## src/design/bezier_curve_point_eval_core_defines.svh

```systemverilog
// assertion macros for the bezier curve point evaluator
// no dependencies; taken in by `include where a module checks itself
`ifndef BEZIER_CURVE_POINT_EVAL_CORE_DEFINES_SVH
`define BEZIER_CURVE_POINT_EVAL_CORE_DEFINES_SVH
`ifndef SYNTHESIS
`define BCPE_ASSERT_IMPL(label, clk, rst_n, ante, cons) \
    label: assert property (@(posedge clk) disable iff (!rst_n) (ante) |-> (cons)) \
        else $error("bcpe assertion failed");
`define BCPE_ASSERT_NEXT(label, clk, rst_n, ante, cons) \
    label: assert property (@(posedge clk) disable iff (!rst_n) (ante) |=> (cons)) \
        else $error("bcpe assertion failed");
`else
`define BCPE_ASSERT_IMPL(label, clk, rst_n, ante, cons)
`define BCPE_ASSERT_NEXT(label, clk, rst_n, ante, cons)
`endif
`endif

```

## src/design/bcpe_pkg.sv

```systemverilog
// shared types and constants for the bezier curve point evaluator
// no dependencies; used by bcpe_ctrl, bcpe_datapath and the top level
package bcpe_pkg;

    localparam int PIDX_W = 3;
    localparam int CFG_W  = 4;
    localparam logic [CFG_W-1:0] CFG_RESET = 4'd4;

    localparam logic REQ_LOAD = 1'b0;
    localparam logic REQ_EVAL = 1'b1;

    typedef struct packed {
        logic start;
        logic store_wr;
        logic pow_step;
        logic sum_issue;
        logic out_load;
    } t_dp_cmd;

    typedef struct packed {
        logic pipe_busy;
        logic out_valid;
    } t_dp_status;

    // default cubic curve held after reset
    function automatic int reset_x(input int idx);
        int val;
        case (idx)
            2: val = 1;
            3: val = 1;
            default: val = 0;
        endcase
        return val;
    endfunction

    function automatic int reset_y(input int idx);
        int val;
        case (idx)
            1: val = 1;
            2: val = -1;
            default: val = 0;
        endcase
        return val;
    endfunction

endpackage

```

## src/design/bcpe_ctrl.sv

```systemverilog
// controller: point count register, sequencing of power, sum, drain and output steps
// depends on bcpe_pkg and bezier_curve_point_eval_core_defines.svh
`include "bezier_curve_point_eval_core_defines.svh"
module bcpe_ctrl #(
    parameter int MAX_POINTS = 8,
    localparam int CNT_W = $clog2(MAX_POINTS)
) (
    input  logic                        i_clk,
    input  logic                        i_rst_n,
    input  logic                        i_s_valid,
    input  logic                        i_req_type,
    output logic                        o_s_ready,
    input  logic                        i_m_tready,
    input  logic                        i_cfg_we,
    input  logic [bcpe_pkg::CFG_W-1:0]  i_cfg_wdata,
    input  bcpe_pkg::t_dp_status        i_status,
    output bcpe_pkg::t_dp_cmd           o_cmd,
    output logic [CNT_W-1:0]            o_idx,
    output logic [CNT_W-1:0]            o_deg
);

    typedef enum logic [4:0] {
        ST_IDLE  = 5'b00001,
        ST_POW   = 5'b00010,
        ST_SUM   = 5'b00100,
        ST_DRAIN = 5'b01000,
        ST_FIN   = 5'b10000
    } t_state;

    localparam logic [4:0] MIN_N = 5'd2;
    localparam logic [4:0] MAX_N = 5'(MAX_POINTS);

    t_state                      r_state, n_state;
    logic [CNT_W-1:0]            r_cnt, n_cnt;
    logic [CNT_W-1:0]            r_deg, n_deg;
    logic [bcpe_pkg::CFG_W-1:0]  r_curve_pts;
    logic [4:0]                  n_clamp;
    logic [CNT_W-1:0]            deg_next;

    // out-of-range point counts clamp to 2..MAX_POINTS
    always_comb begin
        if ({1'b0, r_curve_pts} < MIN_N) begin
            n_clamp = MIN_N;
        end else if ({1'b0, r_curve_pts} > MAX_N) begin
            n_clamp = MAX_N;
        end else begin
            n_clamp = {1'b0, r_curve_pts};
        end
        deg_next = CNT_W'(n_clamp - 5'd1);
    end

    always_comb begin
        n_state = r_state;
        n_cnt   = r_cnt;
        n_deg   = r_deg;
        o_cmd   = '0;
        case (r_state)
            ST_IDLE: begin
                if (i_s_valid) begin
                    if (i_req_type == bcpe_pkg::REQ_EVAL) begin
                        o_cmd.start = 1'b1;
                        n_deg       = deg_next;
                        n_cnt       = CNT_W'(1);
                        n_state     = ST_POW;
                    end else begin
                        o_cmd.store_wr = 1'b1;
                    end
                end
            end
            ST_POW: begin
                o_cmd.pow_step = 1'b1;
                if (r_cnt == r_deg) begin
                    n_cnt   = '0;
                    n_state = ST_SUM;
                end else begin
                    n_cnt = r_cnt + CNT_W'(1);
                end
            end
            ST_SUM: begin
                o_cmd.sum_issue = 1'b1;
                if (r_cnt == r_deg) begin
                    n_state = ST_DRAIN;
                end else begin
                    n_cnt = r_cnt + CNT_W'(1);
                end
            end
            ST_DRAIN: begin
                if (!i_status.pipe_busy) begin
                    n_state = ST_FIN;
                end
            end
            ST_FIN: begin
                // wait for the output register to free up
                if (!i_status.out_valid || i_m_tready) begin
                    o_cmd.out_load = 1'b1;
                    n_state        = ST_IDLE;
                end
            end
            default: begin
                n_state = ST_IDLE;
            end
        endcase
    end

    always_ff @(posedge i_clk) begin
        if (!i_rst_n) begin
            r_state     <= ST_IDLE;
            r_cnt       <= '0;
            r_deg       <= '0;
            r_curve_pts <= bcpe_pkg::CFG_RESET;
        end else begin
            r_state <= n_state;
            r_cnt   <= n_cnt;
            r_deg   <= n_deg;
            if (i_cfg_we) begin
                r_curve_pts <= i_cfg_wdata;
            end
        end
    end

    assign o_s_ready = (r_state == ST_IDLE);
    assign o_idx     = r_cnt;
    assign o_deg     = r_deg;

    `BCPE_ASSERT_IMPL(a_out_slot_free, i_clk, i_rst_n, o_cmd.out_load,
        !i_status.out_valid || i_m_tready)
    `BCPE_ASSERT_NEXT(a_eval_starts, i_clk, i_rst_n,
        r_state == ST_IDLE && i_s_valid && i_req_type == bcpe_pkg::REQ_EVAL,
        r_state == ST_POW)
    `BCPE_ASSERT_IMPL(a_idle_pipe_empty, i_clk, i_rst_n, r_state == ST_IDLE,
        !i_status.pipe_busy)
    `BCPE_ASSERT_IMPL(a_cnt_in_range, i_clk, i_rst_n,
        r_state == ST_POW || r_state == ST_SUM, r_cnt <= r_deg)

endmodule
```

## config.mk

```make
export PLATFORM = sky130hd
export DESIGN_NAME = bcpe_ctrl
export DESIGN_NICKNAME = d
export VERILOG_FILES = /design/src/design/bcpe_pkg.sv /design/src/design/bcpe_ctrl.sv
export VERILOG_INCLUDE_DIRS = /design/src /design/src/design
export SDC_FILE = /design/constraint.sdc
export NUM_CORES = 1
export LEC_CHECK = 0
export ABC_AREA = 1
export BUFFER_PORTS_ARGS = -buffer_cell sky130_fd_sc_hd__clkbuf_2
export CORE_MARGIN = 1.5
export CORE_UTILIZATION = 55
export DETAILED_ROUTE_END_ITERATION = 10
export PLACE_DENSITY = 0.83
export SLEW_MARGIN = 20
export SYNTH_ARGS = -nofsm -noshare
export SYNTH_HDL_FRONTEND = slang
export SYNTH_SLANG_ARGS = --single-unit
export TNS_END_PERCENT = 1
```

## constraint.sdc

```tcl
create_clock -name i_clk -period 2.4 [get_ports i_clk]
set_input_delay 0.48 -clock i_clk [delete_from_list [all_inputs] [get_ports i_clk]]
set_output_delay 0.48 -clock i_clk [all_outputs]
set_load 0.01 [all_outputs]
```

==> summary.md, run 1 <==
| Metric | Value |
|---|---|
| Arr. time, crit path | `1310 ps` |
| Max Fclk | `~0.56 GHz` |
| Cell Count, Final, Fillers Out | `170` |
| Worst-Margin Slew | `~280 ps` |
| Iteration count of the initial detailed-routing pass | `4` |
| Post-cts hold buffer count | `0` |
| Diodes inserted | `0` |
| Post-synthesis net count | `approximately 140` |
| DP HPWL | `between 1500 and 2000 um` |
| I/O pin count | `24` |
| RSZ-0062 raised after global routing | `no` |
| Via density | `5.18` |
| Gpl congestion | `approximately 0.83` |
| Worst Path Required | `1920 ps` |
| Switching share of power | `0.485` |
| Comb power frac | `0.580` |
| Setup slack at placement | `878 ps` |
| Largest net degree at the start of global routing | `10` |
| Filler instances | `between 100 and 150` |
| Hold WC Path Type | `in2reg` |
| Final Net Count | `169` |
| DP Cell Count | `between 150 and 200` |
| # Post-CTS Setup Buffers | `0` |
| Sw Pwr | `580 uW` |
| Via count | `around 900` |
| I/O Buffers | `23` |
| H-Tree Depth | `1` |
| Synthesis Warnings | `0` |
| Period utilization | `0.747` |
| Reg clk slew, reported paths | `90 ps` |
| Vias in the first global route | `867` |
| Initial DRC count | `12` |
| Most frequent cells in the layout | `nand2_1 (26), clkbuf_2 (23), dfxtp_1 (15)` |
| Setup ws final | `607 ps` |
| Post-synth EDFFs | `0` |
| Top FF cell, synth | `dfxtp_1` |
| Static Leak | `between 0.5 and 0.6 nW` |
| Post-CTS resize count | `0` |
| Pwr/cell area | `between 1000 and 1500 mW/mm^2` |
| Initial Util | `0.603` |
| Die W | `44.1 um` |
| Setup TNS | `0 ps` |
| Share of cells above drive strength 1 | `0.364` |
| Initial antenna violation count | `0` |
| Cts bufs inserted | `3` |
| Area added between synthesis and finish | `17.4%` |
| Antenna Nets Post-Route | `0` |
| Max-slew violations | `0` |
| Core Rows | `14` |
| Core Box Area | `0.00154 mm^2` |
| Crit. End Element | `output pin` |
| Flop pwr share | `0.298` |
| DP Area | `0.00106 mm^2` |
| First-pass GRT wire length | `3350 um` |
| CTS sink count | `15` |
| Worst-path maximum fanout | `3` |
| DRC | `0` |
| Max cap viols | `0` |
| Final WL | `1820 um` |
| Clk_skew | `~1.2 ps` |
| Crit Path Class | `reg2out` |
| Crit path time final | `approximately 1800 ps` |
| Crit start category | `flop` |
| GRT Total Usage | `0.232` |
| Synth async-reset ratio | `0` |
| Final hold vios | `0` |
| P_int | `617 uW` |
| CTS tree | `built` |
| FF+latch count, synth | `15` |
| Die Ht | `44.1 um` |
| Clock Tree Buf Depth | `2` |
| Mean Syn Cell Area | `7.32 um^2` |
| Clk root buf | `clkbuf_4` |
| Final setup violation count | `0` |
| Post-route cell area | `about 0.0011 mm^2` |
| Die footprint | `0.00195 mm^2` |
| Mean routed wirelength per cell | `10.7 um` |
| Peak supply drop | `548 uV` |
| Clock latency on the worst-skew pair | `290 ps` |
| Grt total ovfl | `0` |
| Mapped cell area | `~930 um^2` |
| Clock share of power | `0.122` |
| Leading cell type in the layout, fill and taps excluded | `nand2_1` |
| Worst slew margin | `0.812` |
| Outcome | `complete, no violations` |
| Post-synthesis sequential area ratio | `0.323` |
| Cells after Synth | `127` |
| Count of cell types in the netlist | `24` |
-- worst max-delay path: stages, from the launching register on --
cell,delay [ps]
dfxtp_1,350
inv_1,80
nor2_2,130
nand3_4,110
inv_2,100
nand2_1,50
nor2_1,80
clkbuf_2,130
-- cell families after synthesis --
logic type,synth area share
flops,0.323
fa+ha+maj,0.0269
simple gates,0.431
xor+xnor,0.0363
compound gates,0.102
buf+inv,0.0808
-- worst paths after layout --
kind | startpoint | to | slack (ps) | depth (start not counted)
worst max-delay path | r_state[0] | o_cmd[3] | 610 | 7
worst min register to register | r_curve_pts[3] | r_curve_pts[3] | 500 | 2
worst min-delay path | i_cfg_wdata[0] | r_curve_pts[0] | 410 | 3
worst max register to register | o_idx[0] | r_state[0] | 1050 | 10
-- flip-flops by register name, summed over array words and instances (netlist names) --
name         count
o_deg            3
o_idx            3
r_curve_pts      4
r_state          5
-- power groups by stage --
| stage | registers, mW | clock network, mW | logic [mW] |
|---|---|---|---|
| 2_1_floorplan | 0.363 | 0 | 0.539 |
| 3_3_place_gp | 0.359 | 0 | 0.672 |
| 3_5_place_dp | 0.363 | 0 | 0.697 |
| 4_1_cts | 0.357 | 0.150 | 0.699 |
| 5_1_grt | 0.366 | 0.166 | 0.783 |
| 6_report | 0.357 | 0.146 | 0.694 |
-- cell usage after synthesis (3+ instances only) --
cell     count  area, um^2
nand2_1     26        97.6
dfxtp_1     15         300
inv_1       14        52.6
nor2_1      12        45.0
a21oi_1      9        45.0
nand2_2      8        50.1
o21ai_0      6        30.0
inv_2        5        18.8
nor2_4       5        56.3
nand3_1      4        20.0
nor2_2       4        25.0
nand3_2      3        30.0
-- cell type report --
type                            count  area, um^2  share of cell area
Multi-Input combinational cell     92         554               0.508
Tap cell                           16        20.0              0.0183
Timing Repair Buffer               23         115               0.106
Sequential cell                    15         300               0.275
Clock buffer                        4        26.3              0.0241
Inverter                           20        75.1              0.0688
-- per-layer routing --
metal / track usage / up-vias / share of wire
met3: 0.0490 / 6 / 0.046
met5: 0 / - / 0
met2: 0.391 / 20 / 0.53
met1: 0.270 / 393 / 0.41
met4: 0.133 / 0 / 0.017
li1: - / 462 / -
-- stage by stage --
step	power, mW	util	hold slack [ps]
after global routing	1.31	0.708	424
after CTS	1.21	0.708	410
after global placement	1.03	0.691	477
after floorplan	0.903	-	458
final	1.20	0.708	412
after detailed placement	1.06	0.691	494
(Power assumes the default switching activity.)
==> run 2, diff against run 1 <==
Settings changed: ABC_AREA 1 to 0, CORE_UTILIZATION 55 to 49, PLACE_DENSITY 0.83 to 0.76.
Clock period 2.4 ns to 1.8 ns, I/O delays scaled along.
==> summary.md, run 2 <==
| Metric | Value |
|---|---|
| Outcome | `finished, violations left` |
| Failing checks | `setup timing` |
| Top flop regs | `r_state x5, r_curve_pts x4` |
| Die Ht | `43.6 um (-1.1%)` |
| Reg clk slew, reported paths | `80 ps (about the same)` |
| Crit path time final | `slightly below 2000 ps` |
| Count of cell types in the netlist | `35 (+46%)` |
| Max FFs per register | `5 (unchanged)` |
| Mapped cell area | `810 um^2 (-13%)` |
| DRC | `0 (unchanged)` |
| Peak supply drop | `560 uV (+2.3%)` |
| Synth async-reset ratio | `0 (unchanged)` |
| Static Leak | `0.518 nW (-7.1%)` |
| Gpl congestion | `0.945 (+13%)` |
| Max-slew violations | `0 (unchanged)` |
| Worst path slowest cell | `or3b_4` |
| Layout Utilization | `0.730 (+0.0221)` |
| Diodes inserted | `0 (unchanged)` |
| Final hold vios | `0 (unchanged)` |
| Worst-path maximum fanout | `3 (unchanged)` |
| Crit. End Element | `output pin` |
| Commonest cells post-synth | `dfxtp_1 (15), nor2_1 (12), nand2_1 (6)` |
| Antenna Nets Post-Route | `0 (unchanged)` |
| Grt total ovfl | `0 (unchanged)` |
| Pwr/cell area | `862 mW/mm^2 (-21%)` |
| Via count | `804 (-8.7%)` |
| RSZ-0062 raised after global routing | `yes` |
| First-pass GRT wire length | `2660 um (-20%)` |
| Area added between synthesis and finish | `37.4%` |
| Hold WC Path Type | `in2reg` |
| Via density | `5.54 (+7.0%)` |
| Die W | `43.6 um (-1.1%)` |
| Final WL | `2020 um (+11%)` |
| Share of the synthesized area in the top cell type | `0.371 (+0.0479)` |
| H-Tree Depth | `1 (unchanged)` |
| Switching share of power | `0.319 (-0.166)` |
| Initial Util | `0.531 (-0.0719)` |
| Top FF cell, synth | `dfxtp_1` |
| Setup ws final | `-164 ps (-770 ps)` |
| Core Box Area | `0.00152 mm^2 (-1.1%)` |
| Die footprint | `0.00190 mm^2 (-2.1%)` |
| Top reg by flops | `r_state` |
| Clock Tree Buf Depth | `2 (unchanged)` |
| Clk_skew | `4.54 ps (+3.35 ps)` |
| DP HPWL | `1320 um (-12%)` |
| Post-synth EDFFs | `0 (unchanged)` |
| Core Rows | `14 (unchanged)` |
| Top cell type by total area after synthesis | `dfxtp_1` |
| Crit start category | `flop` |
| CTS tree | `built` |
| CP top delay family | `simple AND/OR/NAND/NOR gates` |
| Cts bufs inserted | `3 (unchanged)` |
| Setup slack at placement | `46.2 ps (-831 ps)` |
| FF+latch count, synth | `15 (unchanged)` |
| Clock latency on the worst-skew pair | `280 ps (about the same)` |
| Max cap viols | `0 (unchanged)` |
| Setup TNS | `-534 ps (-534 ps)` |
| Worst Path Buf+Inv | `2 (-1)` |
| Leading cell type in the layout, fill and taps excluded | `clkbuf_2` |
| Crit Path Class | `reg2out` |
| Post-synthesis sequential area ratio | `0.371 (+0.0479)` |
| Initial DRC count | `18 (+6)` |
| Mean routed wirelength per cell | `13.9 um (+30%)` |
| Max incr delay on CP | `430 ps (+80 ps)` |
| Post-route cell area | `0.00111 mm^2 (+1.9%)` |
| Arr. time, crit path | `1600 ps (+290 ps)` |
| Overall power | `959 uW (-20%)` |
| Final Net Count | `144 (-15%)` |
| CTS sink count | `15 (unchanged)` |
| I/O pin count | `24 (unchanged)` |
| Period utilization | `1.09` |
| Mean Syn Cell Area | `9.10 um^2 (+24%)` |
| DP Area | `983 um^2 (-7.6%)` |
| Sw Pwr | `306 uW (-47%)` |
| Post-synthesis net count | `103 (-27%)` |
| P_int | `653 uW (+5.9%)` |
| Critical-path cell list | `or3b_4 > nor3_4 > buf_4 > and3b_1 > buf_2` |
| Initial antenna violation count | `0 (unchanged)` |
| Iteration count of the initial detailed-routing pass | `4 (unchanged)` |
| Worst Path Required | `1440 ps (-480 ps)` |
| Max Fclk | `roughly 0.51 GHz` |
| Most frequent cells in the layout | `clkbuf_2 (20), buf_4 (15), nor2_1 (12), dfxtp_1 (12), nand2_1 (6)` |
| Share of cells above drive strength 1 | `0.419 (+0.0550)` |
| Comb power frac | `0.405 (-0.175)` |
| Largest net degree at the start of global routing | `10 (unchanged)` |
| I/O Buffers | `23 (unchanged)` |
| Worst-Margin Slew | `442 ps (+162 ps)` |
| Post-cts hold buffer count | `0 (unchanged)` |
| Cells after Synth | `89 (-30%)` |
| Top cells by area, synth | `dfxtp_1 (37%), mux2i_1 (6.2%), nor2_1 (5.6%)` |
| Clk root buf | `clkbuf_4` |
| Most common cell in the netlist | `dfxtp_1` |
| Clock share of power | `0.195 (+0.073)` |
| Worst slew margin | `0.701 (-0.111)` |
| Flop pwr share | `0.399 (+0.101)` |
| GRT Total Usage | `0.193 (-0.0388)` |
| Final setup violation count | `6 (+6)` |
| Vias in the first global route | `663 (-24%)` |
| Synthesis Warnings | `0 (unchanged)` |
[run 2: power by group through the flow]
stage / logic, mW / clock network (mW) / registers [mW]
after global routing: 0.416 / 0.207 / 0.386
after floorplan: 0.176 / 0 / 0.396
after CTS: 0.343 / 0.196 / 0.382
final: 0.389 / 0.187 / 0.383
after detailed placement: 0.285 / 0 / 0.396
after global placement: 0.279 / 0 / 0.393
[run 2: metrics by stage]
step                cells  hold slack [ps]
CTS                   144              290
detailed placement    134              487
global placement      134              498
floorplan              89              459
finish                145              297
global route          145              299
[run 2: timing repair]
| item | in CTS | in global routing |
|---|---|---|
| setup endpoints to repair | 3 | 8 |
| endpoints found under the hold margin | 0 | 0 |
| pin swaps | 3 | 4 |
| setup buffers | 6 | 1 |
| gates resized for setup | 5 | 8 |
[run 2: area by class of cell]
cell class	count	area (um^2)
inverter	4	15.0
tap	16	20.0
sequential	15	307
clock buffer	4	26.3
fill	115	412
timing repair buffer	39	245
multi-input combinational	67	499
[run 2: worst min-delay path, cell delays in order]
cell	delay (ps)
clkbuf_2	80
nand2_1	40
o211ai_1	60
[run 2: logic make-up after synthesis]
logic type	Yosys count	synth area share
adders and majority gates	2	0.0309
AOI/OAI and AO/OA	19	0.168
buffers and inverters	7	0.0572
DFF	15	0.371
and+or+nand+nor	36	0.257
muxes	5	0.0618
xor gates and xnor gates	5	0.0541
[run 2: worst paths after layout]
kind	to	slack, ps	from	cells after the start
worst max-delay path	o_cmd[3]	-160	r_state[2]	5
worst min-delay path	r_curve_pts[2]	300	i_cfg_wdata[2]	3
worst min register to register	r_curve_pts[0]	500	r_curve_pts[0]	2
worst max register to register	o_idx[2]	-10	r_state[1]	7
[run 2: layer usage]
metal	global-route usage	vias up	part of all wire	wire (um)
met5	0	-	0	0
met4	0.139	0	0.016	32
met3	0.0333	4	0.066	134
met2	0.335	32	0.50	1010
met1	0.207	363	0.42	847
li1	-	405	-	-
==> run 3, diff against run 2 <==
Settings changed: MAX_ROUTING_LAYER set to met4.
==> summary.md, run 3 (same netlist as run 2, synthesis figures left out) <==
| Metric | Value |
|---|---|
| Top reg by flops | `r_state` |
| Max FFs per register | `5 (unchanged)` |
| Via density | `5.63 (+1.5%)` |
| Reg2reg start | `r_state[2]` |
| Period utilization | `1.09 (-0.00250)` |
| Clock latency on the worst-skew pair | `280 ps (about the same)` |
| Crit. End Element | `output pin` |
| Worst slew margin | `0.695 (-0.00600)` |
| Mean routed wirelength per cell | `13.9 um (-0.49%)` |
| Clock Tree Buf Depth | `2 (unchanged)` |
| Setup ws final | `-159 ps (+4.50 ps)` |
| Hold WC Path Type | `in2reg` |
| Final Net Count | `144 (unchanged)` |
| First-pass GRT wire length | `2660 um (-0.26%)` |
| Hold path depth | `3 (unchanged)` |
| Final WL | `2010 um (-0.49%)` |
| Initial antenna violation count | `0 (unchanged)` |
| RR Endpoint | `o_idx[2]` |
| Static Leak | `0.518 nW (unchanged)` |
| Initial Util | `0.531 (unchanged)` |
| Max cap viols | `0 (unchanged)` |
| Reg clk slew, reported paths | `80 ps (about the same)` |
| Origin of the worst setup path | `r_state[2]` |
| DP HPWL | `1320 um (unchanged)` |
| Pwr/cell area | `862 mW/mm^2 (about the same)` |
| Peak supply drop | `560 uV (about the same)` |
| Crit Path Class | `reg2out` |
| Grt total ovfl | `0 (unchanged)` |
| Final hold slack | `297 ps (-0.0880 ps)` |
| Cts bufs inserted | `3 (unchanged)` |
| Share of cells above drive strength 1 | `0.419 (unchanged)` |
| Antenna Nets Post-Route | `0 (unchanged)` |
| Die W | `43.6 um (unchanged)` |
| Worst-path maximum fanout | `3 (unchanged)` |
| Hold Path Sink | `r_curve_pts[2]` |
| GRT Total Usage | `0.198 (+0.00509)` |
| I/O Buffers | `23 (unchanged)` |
| Core Rows | `14 (unchanged)` |
| Failing checks | `setup timing` |
| DRC | `0 (unchanged)` |
| Via count | `816 (+1.5%)` |
| Die Ht | `43.6 um (unchanged)` |
| Clk_skew | `4.58 ps (+0.0371 ps)` |
| Gpl congestion | `0.962 (+1.8%)` |
| Most frequent cells in the layout | `clkbuf_2 (20), buf_4 (15), nor2_1 (12), dfxtp_1 (12), nand2_1 (6)` |
| Final hold vios | `0 (unchanged)` |
| Layout Utilization | `0.730 (unchanged)` |
| Outcome | `finished, violations left` |
| Register-to-register setup slack | `0 ps (about the same)` |
| Largest net degree at the start of global routing | `10 (unchanged)` |
| CTS tree | `built` |
| Worst Path Required | `1440 ps (about the same)` |
| CTS sink count | `15 (unchanged)` |
| Diodes inserted | `0 (unchanged)` |
| Iteration count of the initial detailed-routing pass | `4 (unchanged)` |
| Core Box Area | `0.00152 mm^2 (unchanged)` |
| Initial DRC count | `14 (-4)` |
| RSZ-0062 raised after global routing | `yes` |
| Crit start category | `flop` |
| Worst hold path startpoint | `i_cfg_wdata[2]` |
| Leading cell type in the layout, fill and taps excluded | `clkbuf_2` |
| Arr. time, crit path | `1600 ps (about the same)` |
| Die footprint | `0.00190 mm^2 (unchanged)` |
| Final setup violation count | `6 (unchanged)` |
| R2r worst-path depth | `6 (-1)` |
| Area added between synthesis and finish | `37.4% (unchanged)` |
| Worst-Margin Slew | `451 ps (+8.87 ps)` |
| I/O pin count | `24 (unchanged)` |
| Top flop regs | `r_state x5, r_curve_pts x4` |
| Crit path time final | `1960 ps (-4.50 ps)` |
| Max Fclk | `0.510 GHz (+0.23%)` |
| Vias in the first global route | `668 (+0.75%)` |
| Clk root buf | `clkbuf_4` |
| H-Tree Depth | `1 (unchanged)` |
| Max-slew violations | `0 (unchanged)` |
-- run 3: cell counts in the layout (fill, tap and decap cells not counted) --
No cell type changed its count.
-- run 3: per-layer routing --
metal | share of wire | up-vias | global-route usage | wire length [um]
li1 | - | 403 | - | -
met1 | 0.41 | 368 | 0.202 | 826
met2 | 0.50 | 38 | 0.338 | 999
met3 | 0.069 | 7 | 0.0333 | 139
met4 | 0.022 | 0 | 0.139 | 45
met5 | 0 | - | - | 0
-- run 3: worst max path at each step --
stage,endpoint,cells past startpoint,slack (ps)
detailed placement,o_idx[1],5,50
CTS,o_cmd[3],5,-170
finish,o_cmd[3],5,-160
global route,o_cmd[3],5,-230
global placement,o_cmd[3],5,80
floorplan,o_idx[2],5,-80
-- run 3: final cells by class --
type | count | area [um^2]
Multi-Input combinational cell | 67 | 499
Fill cell | 115 | 412
Sequential cell | 15 | 307
Timing Repair Buffer | 39 | 245
Clock buffer | 4 | 26.3
Tap cell | 16 | 20.0
Inverter | 4 | 15.0
-- run 3: power breakdown --
part	leakage [nW]	internal, mW	switching (mW)
clock network	0.0150	0.0860	0.101
logic	0.380	0.207	0.181
registers	0.124	0.360	0.0234
-- run 3: worst max-delay path, cell delays in order, from the launching register on --
cell and delay [ps]:
dfxtp_4 350, or3b_4 430, nor3_4 150, buf_4 140
and3b_1 130, buf_2 120
-- run 3: repair_timing --
item                       4_1_cts  5_1_grt
hold buffers                     0        0
setup buffers                    6        1
setup endpoints to repair        3        8
pin swaps                        3        4
resized for setup                5        8
-- run 3: metrics by stage --
stage	std cells	cell area, um^2	power [mW]	setup TNS [ps]	worst slack (ps)
4_1_cts	144	1080	0.921	-432	-174
2_1_floorplan	89	812	0.572	-139	-82.6
3_5_place_dp	134	983	0.680	0	46.2
6_report	145	1110	0.959	-454	-159
5_1_grt	145	1110	1.01	-982	-234
3_3_place_gp	134	983	0.672	0	77.6
